## src/rtl/adae_pkg.sv

```systemverilog
// ----------------------------------------------------------------------------
// adae_pkg: shared types and constants of the apogee estimator
// Divider widths, the divider request and response structs and fixed
// constants used by the core and its serial divider.
// ----------------------------------------------------------------------------
package adae_pkg;

    // serial divider geometry
    localparam int DIV_N_W   = 48;
    localparam int DIV_D_W   = 32;
    localparam int DIV_CNT_W = $clog2(DIV_N_W);

    // window length register
    localparam logic [7:0] WIN_LEN_RESET = 8'd8;
    localparam logic [7:0] WIN_LEN_MIN   = 8'd2;

    // rate saturation limits, signed q16.16, and the time to apogee limit
    localparam logic [31:0] RATE_MAX = 32'h7FFF_FFFF;
    localparam logic [31:0] RATE_MIN = 32'h8000_0000;
    localparam logic [31:0] TTA_MAX  = 32'hFFFF_FFFF;

    typedef struct packed {
        logic                 start;
        logic [DIV_N_W-1:0]   dividend;
        logic [DIV_D_W-1:0]   divisor;
    } t_div_req;

    typedef struct packed {
        logic                 done;
        logic [DIV_N_W-1:0]   quotient;
    } t_div_rsp;

endpackage

```

## src/rtl/adae_in_if.sv

```systemverilog
// ----------------------------------------------------------------------------
// adae_in_if: altitude sample channel
// Valid/ready channel carrying one timestamped altitude sample.
// ----------------------------------------------------------------------------
interface adae_in_if;
    logic               valid;
    logic               ready;
    logic signed [23:0] altitude_cm;
    logic        [31:0] timestamp_ms;

    modport source (output valid, output altitude_cm, output timestamp_ms, input ready);
    modport sink   (input valid, input altitude_cm, input timestamp_ms, output ready);
endinterface

```

## src/rtl/adae_out_if.sv

```systemverilog
// ----------------------------------------------------------------------------
// adae_out_if: window result channel
// Valid/ready channel carrying one window evaluation result.
// ----------------------------------------------------------------------------
interface adae_out_if;
    logic        valid;
    logic        ready;
    logic        decelerating;
    logic        estimate_valid;
    logic [31:0] apogee_eta;
    logic        timing_fault;

    modport source (output valid, output decelerating, output estimate_valid,
                    output apogee_eta, output timing_fault, input ready);
    modport sink   (input valid, input decelerating, input estimate_valid,
                    input apogee_eta, input timing_fault, output ready);
endinterface

```

## src/rtl/adae_divider.sv

```systemverilog
// ----------------------------------------------------------------------------
// adae_divider: restoring serial divider
// Unsigned 48 by 32 bit division, one quotient bit per cycle. A start
// request loads the operands; done pulses once the quotient is complete.
// ----------------------------------------------------------------------------
module adae_divider
    import adae_pkg::*;
(
    input  logic     i_clk,
    input  logic     i_rst_n,
    input  t_div_req i_req,
    output t_div_rsp o_rsp
);

    logic                 r_busy;
    logic                 r_done;
    logic [DIV_CNT_W-1:0] r_cnt;
    logic [DIV_D_W-1:0]   r_divisor;
    logic [DIV_D_W-1:0]   r_rem;
    logic [DIV_N_W-1:0]   r_quo;

    logic [DIV_D_W:0]     n_rem_sh;
    logic [DIV_D_W:0]     n_rem_sub;
    logic                 n_bit;

    // one trial subtraction per cycle
    always_comb begin
        n_rem_sh  = {r_rem, r_quo[DIV_N_W-1]};
        n_rem_sub = n_rem_sh - {1'b0, r_divisor};
        n_bit     = (n_rem_sh >= {1'b0, r_divisor});
    end

    // sequencing and datapath registers
    always_ff @(posedge i_clk) begin
        if (!i_rst_n) begin
            r_busy <= 1'b0;
            r_done <= 1'b0;
            r_cnt  <= '0;
        end else begin
            r_done <= 1'b0;
            if (i_req.start) begin
                r_busy    <= 1'b1;
                r_cnt     <= '0;
                r_divisor <= i_req.divisor;
                r_rem     <= '0;
                r_quo     <= i_req.dividend;
            end else if (r_busy) begin
                r_rem <= n_bit ? n_rem_sub[DIV_D_W-1:0] : n_rem_sh[DIV_D_W-1:0];
                r_quo <= {r_quo[DIV_N_W-2:0], n_bit};
                r_cnt <= r_cnt + 1'b1;
                if (r_cnt == DIV_CNT_W'(DIV_N_W - 1)) begin
                    r_busy <= 1'b0;
                    r_done <= 1'b1;
                end
            end
        end
    end

    assign o_rsp.done     = r_done;
    assign o_rsp.quotient = r_quo;

endmodule

```

## src/rtl/altitude_deceleration_apogee_estimator_core.sv

```systemverilog
// ----------------------------------------------------------------------------
// altitude_deceleration_apogee_estimator_core: climb rate and apogee estimator
// Windows timestamped altitude samples, tracks climb-rate deceleration and
// time steps, and reports deceleration, fault and time to apogee per window.
// ----------------------------------------------------------------------------
// flow: a request with a rate waits in S_RATE for the divider; a window's last
// request then passes S_UPDATE, S_EST when the apogee estimate is divided, and
// S_EMIT into the output register. No new request is taken until the last one
// is through; the one serial divider serves rate and estimate alike
// reset: synchronous active low; window length returns to 8, window state clears
// ----------------------------------------------------------------------------
module altitude_deceleration_apogee_estimator_core
    import adae_pkg::*;
(
    input  logic        i_clk,
    input  logic        i_rst_n,
    input  logic        i_cfg_we,
    input  logic [7:0]  i_cfg_wdata,
    adae_in_if.sink     i_sample,
    adae_out_if.source  o_result
);

    typedef enum logic [2:0] {
        S_IDLE,
        S_RATE,
        S_UPDATE,
        S_EST,
        S_EMIT
    } t_state;

    t_state             r_state;
    logic [7:0]         r_win_len;

    // window state
    logic signed [23:0] r_prev_alt;
    logic [31:0]        r_prev_ts;
    logic [31:0]        r_last_rate;
    logic               r_rate_present;
    logic [7:0]         r_count;
    logic               r_trend;
    logic               r_fault;

    // per-request working registers
    logic signed [23:0] r_alt;
    logic [31:0]        r_ts;
    logic               r_neg;
    logic               r_have_pair;
    logic [31:0]        r_prior_rate;

    // pending result and output register
    logic               r_res_decel;
    logic               r_res_valid;
    logic               r_res_fault;
    logic [31:0]        r_res_tta;
    logic               r_out_valid;
    logic               r_out_decel;
    logic               r_out_est_valid;
    logic [31:0]        r_out_tta;
    logic               r_out_fault;

    t_div_req           r_div_req;
    t_div_rsp           w_div_rsp;

    logic               w_accept;
    logic [24:0]        n_diff;
    logic [24:0]        n_mag;
    logic [31:0]        n_rate;
    logic [7:0]         n_count;
    logic [7:0]         n_eff_len;
    logic [32:0]        n_drop;
    logic               n_drop_pos;
    logic               n_last_pos;
    logic [31:0]        n_tta;

    adae_divider u_div (
        .i_clk   (i_clk),
        .i_rst_n (i_rst_n),
        .i_req   (r_div_req),
        .o_rsp   (w_div_rsp)
    );

    assign i_sample.ready = (r_state == S_IDLE);
    assign w_accept       = i_sample.valid && i_sample.ready;

    // altitude difference magnitude for the rate division
    always_comb begin
        n_diff = {i_sample.altitude_cm[23], i_sample.altitude_cm}
               - {r_prev_alt[23], r_prev_alt};
        n_mag  = n_diff[24] ? (25'd0 - n_diff) : n_diff;
    end

    // saturate and sign the rate quotient
    always_comb begin
        if (!r_neg) begin
            n_rate = (w_div_rsp.quotient[DIV_N_W-1:31] != '0) ? RATE_MAX
                   : w_div_rsp.quotient[31:0];
        end else begin
            n_rate = (w_div_rsp.quotient > DIV_N_W'(RATE_MIN)) ? RATE_MIN
                   : (32'd0 - w_div_rsp.quotient[31:0]);
        end
    end

    // window end test and estimate operands
    always_comb begin
        n_count    = r_count + 8'd1;
        n_eff_len  = (r_win_len < WIN_LEN_MIN) ? WIN_LEN_MIN : r_win_len;
        n_drop     = {r_prior_rate[31], r_prior_rate} - {r_last_rate[31], r_last_rate};
        n_drop_pos = !n_drop[32] && (n_drop != '0);
        n_last_pos = !r_last_rate[31] && (r_last_rate != '0);
        n_tta      = (w_div_rsp.quotient[DIV_N_W-1:32] != '0) ? TTA_MAX
                   : w_div_rsp.quotient[31:0];
    end

    // sequencer, window state and registered outputs
    always_ff @(posedge i_clk) begin
        if (!i_rst_n) begin
            r_state         <= S_IDLE;
            r_win_len       <= WIN_LEN_RESET;
            r_prev_alt      <= '0;
            r_prev_ts       <= '0;
            r_last_rate     <= '0;
            r_rate_present  <= 1'b0;
            r_count         <= '0;
            r_trend         <= 1'b1;
            r_fault         <= 1'b0;
            r_have_pair     <= 1'b0;
            r_out_valid     <= 1'b0;
            r_div_req.start <= 1'b0;
        end else begin
            r_div_req.start <= 1'b0;
            if (i_cfg_we) begin
                r_win_len <= i_cfg_wdata;
            end
            if (o_result.valid && o_result.ready) begin
                r_out_valid <= 1'b0;
            end

            case (r_state)
                S_IDLE: begin
                    if (w_accept) begin
                        r_alt       <= i_sample.altitude_cm;
                        r_ts        <= i_sample.timestamp_ms;
                        r_have_pair <= 1'b0;
                        if (r_count == '0) begin
                            r_state <= S_UPDATE;
                        end else if (i_sample.timestamp_ms <= r_prev_ts) begin
                            r_fault        <= 1'b1;
                            r_rate_present <= 1'b0;
                            r_state        <= S_UPDATE;
                        end else begin
                            r_neg              <= n_diff[24];
                            r_div_req.start    <= 1'b1;
                            r_div_req.dividend <= {7'd0, n_mag, 16'd0};
                            r_div_req.divisor  <= i_sample.timestamp_ms - r_prev_ts;
                            r_state            <= S_RATE;
                        end
                    end
                end

                S_RATE: begin
                    if (w_div_rsp.done) begin
                        if (r_rate_present) begin
                            if ($signed(n_rate) > $signed(r_last_rate)) begin
                                r_trend <= 1'b0;
                            end
                            r_prior_rate <= r_last_rate;
                            r_have_pair  <= 1'b1;
                        end
                        r_last_rate    <= n_rate;
                        r_rate_present <= 1'b1;
                        r_state        <= S_UPDATE;
                    end
                end

                S_UPDATE: begin
                    if (n_count < n_eff_len) begin
                        r_prev_alt <= r_alt;
                        r_prev_ts  <= r_ts;
                        r_count    <= n_count;
                        r_state    <= S_IDLE;
                    end else begin
                        r_res_decel <= r_trend;
                        r_res_fault <= r_fault;
                        r_res_tta   <= '0;
                        r_res_valid <= r_trend && !r_fault && r_have_pair && n_drop_pos;
                        if (r_trend && !r_fault && r_have_pair && n_drop_pos && n_last_pos) begin
                            r_div_req.start    <= 1'b1;
                            r_div_req.dividend <= {r_last_rate, 16'd0};
                            r_div_req.divisor  <= n_drop[31:0];
                            r_state            <= S_EST;
                        end else begin
                            r_state <= S_EMIT;
                        end
                        // fresh window
                        r_prev_alt     <= '0;
                        r_prev_ts      <= '0;
                        r_last_rate    <= '0;
                        r_rate_present <= 1'b0;
                        r_count        <= '0;
                        r_trend        <= 1'b1;
                        r_fault        <= 1'b0;
                    end
                end

                S_EST: begin
                    if (w_div_rsp.done) begin
                        r_res_tta <= n_tta;
                        r_state   <= S_EMIT;
                    end
                end

                S_EMIT: begin
                    if (!r_out_valid || o_result.ready) begin
                        r_out_valid     <= 1'b1;
                        r_out_decel     <= r_res_decel;
                        r_out_est_valid <= r_res_valid;
                        r_out_tta       <= r_res_tta;
                        r_out_fault     <= r_res_fault;
                        r_state         <= S_IDLE;
                    end
                end

                default: begin
                    r_state <= S_IDLE;
                end
            endcase
        end
    end

    assign o_result.valid          = r_out_valid;
    assign o_result.decelerating   = r_out_decel;
    assign o_result.estimate_valid = r_out_est_valid;
    assign o_result.apogee_eta     = r_out_tta;
    assign o_result.timing_fault   = r_out_fault;

`ifndef SYNTHESIS
    // divider start only leads into a divider wait state
    a_start_state: assert property (@(posedge i_clk) disable iff (!i_rst_n)
        r_div_req.start |-> (r_state == S_RATE || r_state == S_EST))
        else $error("divider started outside a wait state");

    // no new request is taken while a division is being launched
    a_ready_start: assert property (@(posedge i_clk) disable iff (!i_rst_n)
        i_sample.ready |-> !r_div_req.start)
        else $error("ready during divider start");

    // a valid estimate implies deceleration and no fault
    a_est_flags: assert property (@(posedge i_clk) disable iff (!i_rst_n)
        (o_result.valid && o_result.estimate_valid)
            |-> (o_result.decelerating && !o_result.timing_fault))
        else $error("estimate valid with inconsistent flags");

    // an invalid estimate reports zero time to apogee
    a_tta_zero: assert property (@(posedge i_clk) disable iff (!i_rst_n)
        (o_result.valid && !o_result.estimate_valid) |-> (o_result.apogee_eta == '0))
        else $error("nonzero time to apogee without valid estimate");

    // a pending result waits while the output register is blocked
    a_emit_hold: assert property (@(posedge i_clk) disable iff (!i_rst_n)
        (r_state == S_EMIT && r_out_valid && !o_result.ready) |=> (r_state == S_EMIT))
        else $error("result dropped while output stalled");
`endif

endmodule
```

## src/flat_wrapper.sv

```systemverilog
// flat-port wrapper written by rule: the top's interface ports become plain ports
module altitude_deceleration_apogee_estimator_core_flat import adae_pkg::*;
  (i_clk, i_rst_n, i_cfg_we, i_cfg_wdata, i_sample_valid, i_sample_altitude_cm, i_sample_timestamp_ms, i_sample_ready, o_result_valid, o_result_decelerating, o_result_estimate_valid, o_result_apogee_eta, o_result_timing_fault, o_result_ready);
  adae_in_if i_sample_i ();
  adae_out_if o_result_i ();
  input  logic i_clk;
  input  logic i_rst_n;
  input  logic i_cfg_we;
  input  logic [7:0] i_cfg_wdata;
  input wire logic [$bits(i_sample_i.valid)-1:0] i_sample_valid;
  input wire logic [$bits(i_sample_i.altitude_cm)-1:0] i_sample_altitude_cm;
  input wire logic [$bits(i_sample_i.timestamp_ms)-1:0] i_sample_timestamp_ms;
  output wire logic [$bits(i_sample_i.ready)-1:0] i_sample_ready;
  output wire logic [$bits(o_result_i.valid)-1:0] o_result_valid;
  output wire logic [$bits(o_result_i.decelerating)-1:0] o_result_decelerating;
  output wire logic [$bits(o_result_i.estimate_valid)-1:0] o_result_estimate_valid;
  output wire logic [$bits(o_result_i.apogee_eta)-1:0] o_result_apogee_eta;
  output wire logic [$bits(o_result_i.timing_fault)-1:0] o_result_timing_fault;
  input wire logic [$bits(o_result_i.ready)-1:0] o_result_ready;
  assign i_sample_i.valid = i_sample_valid;
  assign i_sample_i.altitude_cm = i_sample_altitude_cm;
  assign i_sample_i.timestamp_ms = i_sample_timestamp_ms;
  assign i_sample_ready = i_sample_i.ready;
  assign o_result_valid = o_result_i.valid;
  assign o_result_decelerating = o_result_i.decelerating;
  assign o_result_estimate_valid = o_result_i.estimate_valid;
  assign o_result_apogee_eta = o_result_i.apogee_eta;
  assign o_result_timing_fault = o_result_i.timing_fault;
  assign o_result_i.ready = o_result_ready;
  altitude_deceleration_apogee_estimator_core u_core (.i_clk(i_clk), .i_rst_n(i_rst_n), .i_cfg_we(i_cfg_we), .i_cfg_wdata(i_cfg_wdata), .i_sample(i_sample_i), .o_result(o_result_i));
endmodule
```

## config.mk

```make
export PLATFORM = sky130hd
export DESIGN_NAME = altitude_deceleration_apogee_estimator_core_flat
export DESIGN_NICKNAME = d
export VERILOG_FILES = /design/src/rtl/adae_pkg.sv /design/src/rtl/adae_in_if.sv /design/src/rtl/adae_out_if.sv /design/src/rtl/adae_divider.sv /design/src/rtl/altitude_deceleration_apogee_estimator_core.sv /design/src/flat_wrapper.sv
export SDC_FILE = /design/constraint.sdc
export NUM_CORES = 1
export LEC_CHECK = 0
export BUFFER_PORTS_ARGS = -buffer_cell sky130_fd_sc_hd__buf_2
export CAP_MARGIN = 5
export CORE_ASPECT_RATIO = 0.5
export CORE_MARGIN = 2
export CORE_UTILIZATION = 50
export DETAILED_ROUTE_END_ITERATION = 16
export PLACE_DENSITY = 0.75
export SLEW_MARGIN = 20
export SYNTH_ARGS = -nofsm -noshare
export SYNTH_HDL_FRONTEND = slang
export SYNTH_HIERARCHICAL = 1
export SYNTH_SLANG_ARGS = --single-unit
```

## constraint.sdc

```tcl
create_clock -name i_clk -period 9.4 [get_ports i_clk]
set_input_delay 1.88 -clock i_clk [delete_from_list [all_inputs] [get_ports i_clk]]
set_output_delay 1.88 -clock i_clk [all_outputs]
set_load 0.01 [all_outputs]
```

==> metrics.md <==
| Metric | Value |
|---|---|
| Outcome | `completed` |
| Drt first pass iters | `8` |
| H-tree level count | `2` |
| # fillers | `4432` |
| Count of different cell masters after synthesis | `93` |
| Most common flop cell mapped by yosys | `edfxtp_1` |
| Min-delay src | `u_core/r_res_tta[23]` |
| Maximum clock path buffer count | `3` |
| Post-synthesis sequential area ratio | `47.96%` |
| Resized cells post-CTS | `0` |
| Hold-fix buffers, CTS | `0` |
| R2R Setup Slk | `3490 ps` |
| Fin nets | `2869` |
| CP Launch Type | `register` |
| Setup_tns | `0 ps` |
| P&R area growth vs syn | `9.822%` |
| Total wire length | `69.74 mm` |
| Number of global-route vias before repair | `18.42k` |
| Starting Density | `50.36%` |
| Synth Instances | `2564` |
| Worst min path class | `register to register` |
| FF+latch count, synth | `456` |
| CTS Root Cell | `clkbuf_16` |
| First-pass GRT wire length | `106.8 mm` |
| HPWL after DPL | `51.22 mm` |
| RSZ-0062 raised after global routing | `no` |
| Final Hold Viols | `0` |
| Syn avg cell area | `10.15 um^2` |
| Clock skew | `19.87 ps` |
| Area of all placed cells without fillers | `28580 um^2` |
| Die area | `54000 um^2` |
| EDFF count, synth | `335` |
| Initial antenna violation count | `2` |
| WP data arrival | `6340 ps` |
| Post-synth top area share | `38.65%` |
| Setup Viol. Count Final | `0` |
| Slew Viols, Final | `0` |
| Power Density | `188.2 nW/um^2` |
| Cell count of the worst reg-to-reg path | `22` |
| Worst Hold Endpoint | `u_core/o_result.apogee_eta[23]` |
| End of the worst register-to-register path | `u_core/r_trend` |
| DIE WIDTH | `326.6 um` |
| Synth area leader | `edfxtp_1` |
| Detail Route Antenna Nets | `0` |
| Post-CTS Setup Repair Bufs | `0` |
| Worst skew pair latency | `580 ps` |
| Placed cell areas | `27170 um^2` |
| Slew HR | `30.95%` |
| Most numerous cell in the Yosys netlist | `edfxtp_1` |
| I/O pins | `106` |
| DR iter-0 viols | `2465` |
| Area of the core | `51670 um^2` |
| Synth warn | `6` |
| Worst slew pin tran | `1036 ps` |
| FF-to-FF Start | `u_core/u_div/r_quo[0]` |
| CTS Buf Count | `42` |
| Routed WL per cell | `20.71 um` |
| DRC | `0` |
| # diodes | `0` |
| Via density | `6.043` |
| Most frequent cells after synthesis | `edfxtp_1, nor2_1, nand2_1` |
| Gr usage total | `25.22%` |
| Max_cap viols | `0` |
| Row cnt | `59` |
| Share of layout cells above drive strength 1 | `11.29%` |
| Hold depth | `0` |
| Req. time, crit path | `9830 ps` |
| Maximum VDD drop | `0.1592 mV` |
| CP Class | `register to register` |
| Via count of the routed design | `20.35k` |
| Area contributors post-synth | `edfxtp_1, dfxtp_1, ha_1` |
| Post-Syn Area | `26020 um^2` |
| CP Capture Type | `register` |
| Largest net degree at the start of global routing | `76` |
| Leakage | `10.42 nW` |
| Fmax | `169.2 MHz` |
| Total global routing overflow | `0` |
| Period utilisation layout | `62.87%` |
| Port Buffer Count | `105` |
| TritonCTS clock tree | `done` |
| FFs w/ async S/R, synth | `0%` |
| Peak fanout along the critical path | `23` |
| GP Congestion | `0.9626` |
| CTS clk-pin slew, worst paths | `70 ps` |
| Sink Count | `456` |
| Die height | `165.3 um` |
| Clock period minus worst slack | `5909 ps` |
critical path, cell delays in order, from the launching register on:
cell	delay (ps)
edfxtp_1	450
inv_1	90
ha_1	200
or3b_4	410
or3_4	350
or4b_4	520
nor4_2	210
nand3_1	170
o21ai_2	160
nand2b_1	450
o211a_1	400
o21ai_0	480
ha_1	360
a21oi_1	140
nor2b_1	60
o21ai_0	150
nand2b_1	70
a21oi_1	200
o21ai_0	120
a31oi_1	240
mux2i_1	110
o41ai_1	320
nand3_1	120
report_power, final:
group / total, mW / leakage (nW) / internal, mW / switching [mW]
Combinational: 1.20 / 5.71 / 0.436 / 0.759
Sequential: 2.43 / 4.03 / 2.33 / 0.0962
Clock: 1.76 / 0.684 / 0.961 / 0.794
Total: 5.38 / 10.4 / 3.73 / 1.65
sequential cells by signal, indices dropped and copies added (netlist names), 3 cells and up:
signal	flops
u_core/o_result.apogee_eta	32
u_core/r_alt	24
u_core/r_count	8
u_core/r_div_req	65
u_core/r_last_rate	32
u_core/r_prev_alt	24
u_core/r_prev_ts	32
u_core/r_prior_rate	32
u_core/r_res_tta	32
u_core/r_state	3
u_core/r_ts	32
u_core/r_win_len	8
u_core/u_div/r_cnt	6
u_core/u_div/r_divisor	32
u_core/u_div/r_quo	48
u_core/u_div/r_rem	32
cell usage in the layout (no fill, tap or decap), drive strengths merged, types with 11 or more instances in the layout:
| cell type | n |
|---|---|
| o311ai | 19 |
| nor2b | 20 |
| o31ai | 18 |
| conb | 17 |
| a21o | 59 |
| nand2 | 195 |
| a31oi | 24 |
| o21ai | 97 |
| inv | 184 |
| o2bb2ai | 12 |
| xnor2 | 77 |
| and3 | 17 |
| o211ai | 15 |
| a21oi | 197 |
| nand4 | 38 |
| or2 | 11 |
| o21a | 22 |
| a22o | 26 |
| clkinv | 16 |
| xor2 | 55 |
| nand2b | 19 |
| nor3 | 48 |
| and2 | 15 |
| o21bai | 16 |
| edfxtp | 335 |
| buf | 124 |
| ha | 164 |
| dfxtp | 121 |
| mux2i | 41 |
| mux2 | 48 |
| nand3 | 102 |
| o22ai | 45 |
| a211oi | 27 |
| or3 | 22 |
| nor4 | 32 |
| nor2 | 224 |
| clkbuf | 52 |
through the flow:
stage          worst slack [ps]  total power, mW  std cells  utilization (%)  hold WS (ps)
5_1_grt                    3140            5.598       3367            55.31         420.6
3_3_place_gp               3623            3.600       3288            52.59         400.8
2_1_floorplan             64.19            3.301       2580                -         400.3
6_report                   3491            5.379       3367            55.31         417.7
4_1_cts                    3592            5.374       3366            55.27         419.9
3_5_place_dp               3545            3.632       3288            52.59         404.5
cell families after synthesis:
logic type | count (synthesis) | share of synthesized area [%]
buf+inv | 295 | 4.606
other cells | 1 | 0.01441
compound gates | 648 | 16.89
xor+xnor | 132 | 4.442
flops | 456 | 47.96
fa+ha+maj | 168 | 8.192
simple gates | 775 | 14.24
mux | 89 | 3.654
cell type report:
cell class,instances,area (um^2),share of cell area (%)
clock buffers,52,1099,3.844
clock inverters,26,287.8,1.007
inverters,179,671.9,2.351
multi-input cells,1829,12480,43.66
flip-flops and latches,456,12490,43.69
well taps,701,877.1,3.069
repair buffers,124,680.7,2.381
per-layer routing:
layer	global-route usage, %	vias to the layer above	wire length (um)
met2	36.24	889	28650
met4	6.109	2	1570
met1	38.89	9768	32670
met3	4.587	113	6835
li1	-	9575	-
met5	0	-	18
worst max path at each step:
stage / start / to / slack [ps] / cells past startpoint
3_5_place_dp: i_sample_timestamp_ms[0] / u_core/r_div_req[75] / 3540 / 15
3_3_place_gp: i_sample_timestamp_ms[0] / u_core/r_div_req[73] / 3620 / 15
2_1_floorplan: i_sample_timestamp_ms[0] / u_core/r_div_req[0] / 60 / 13
4_1_cts: u_core/u_div/r_quo[0] / u_core/r_trend / 3590 / 23
6_report: u_core/u_div/r_quo[0] / u_core/r_trend / 3490 / 22
5_1_grt: u_core/u_div/r_quo[0] / u_core/r_trend / 3140 / 22
No activity file was read; power rests on OpenSTA's default activity.
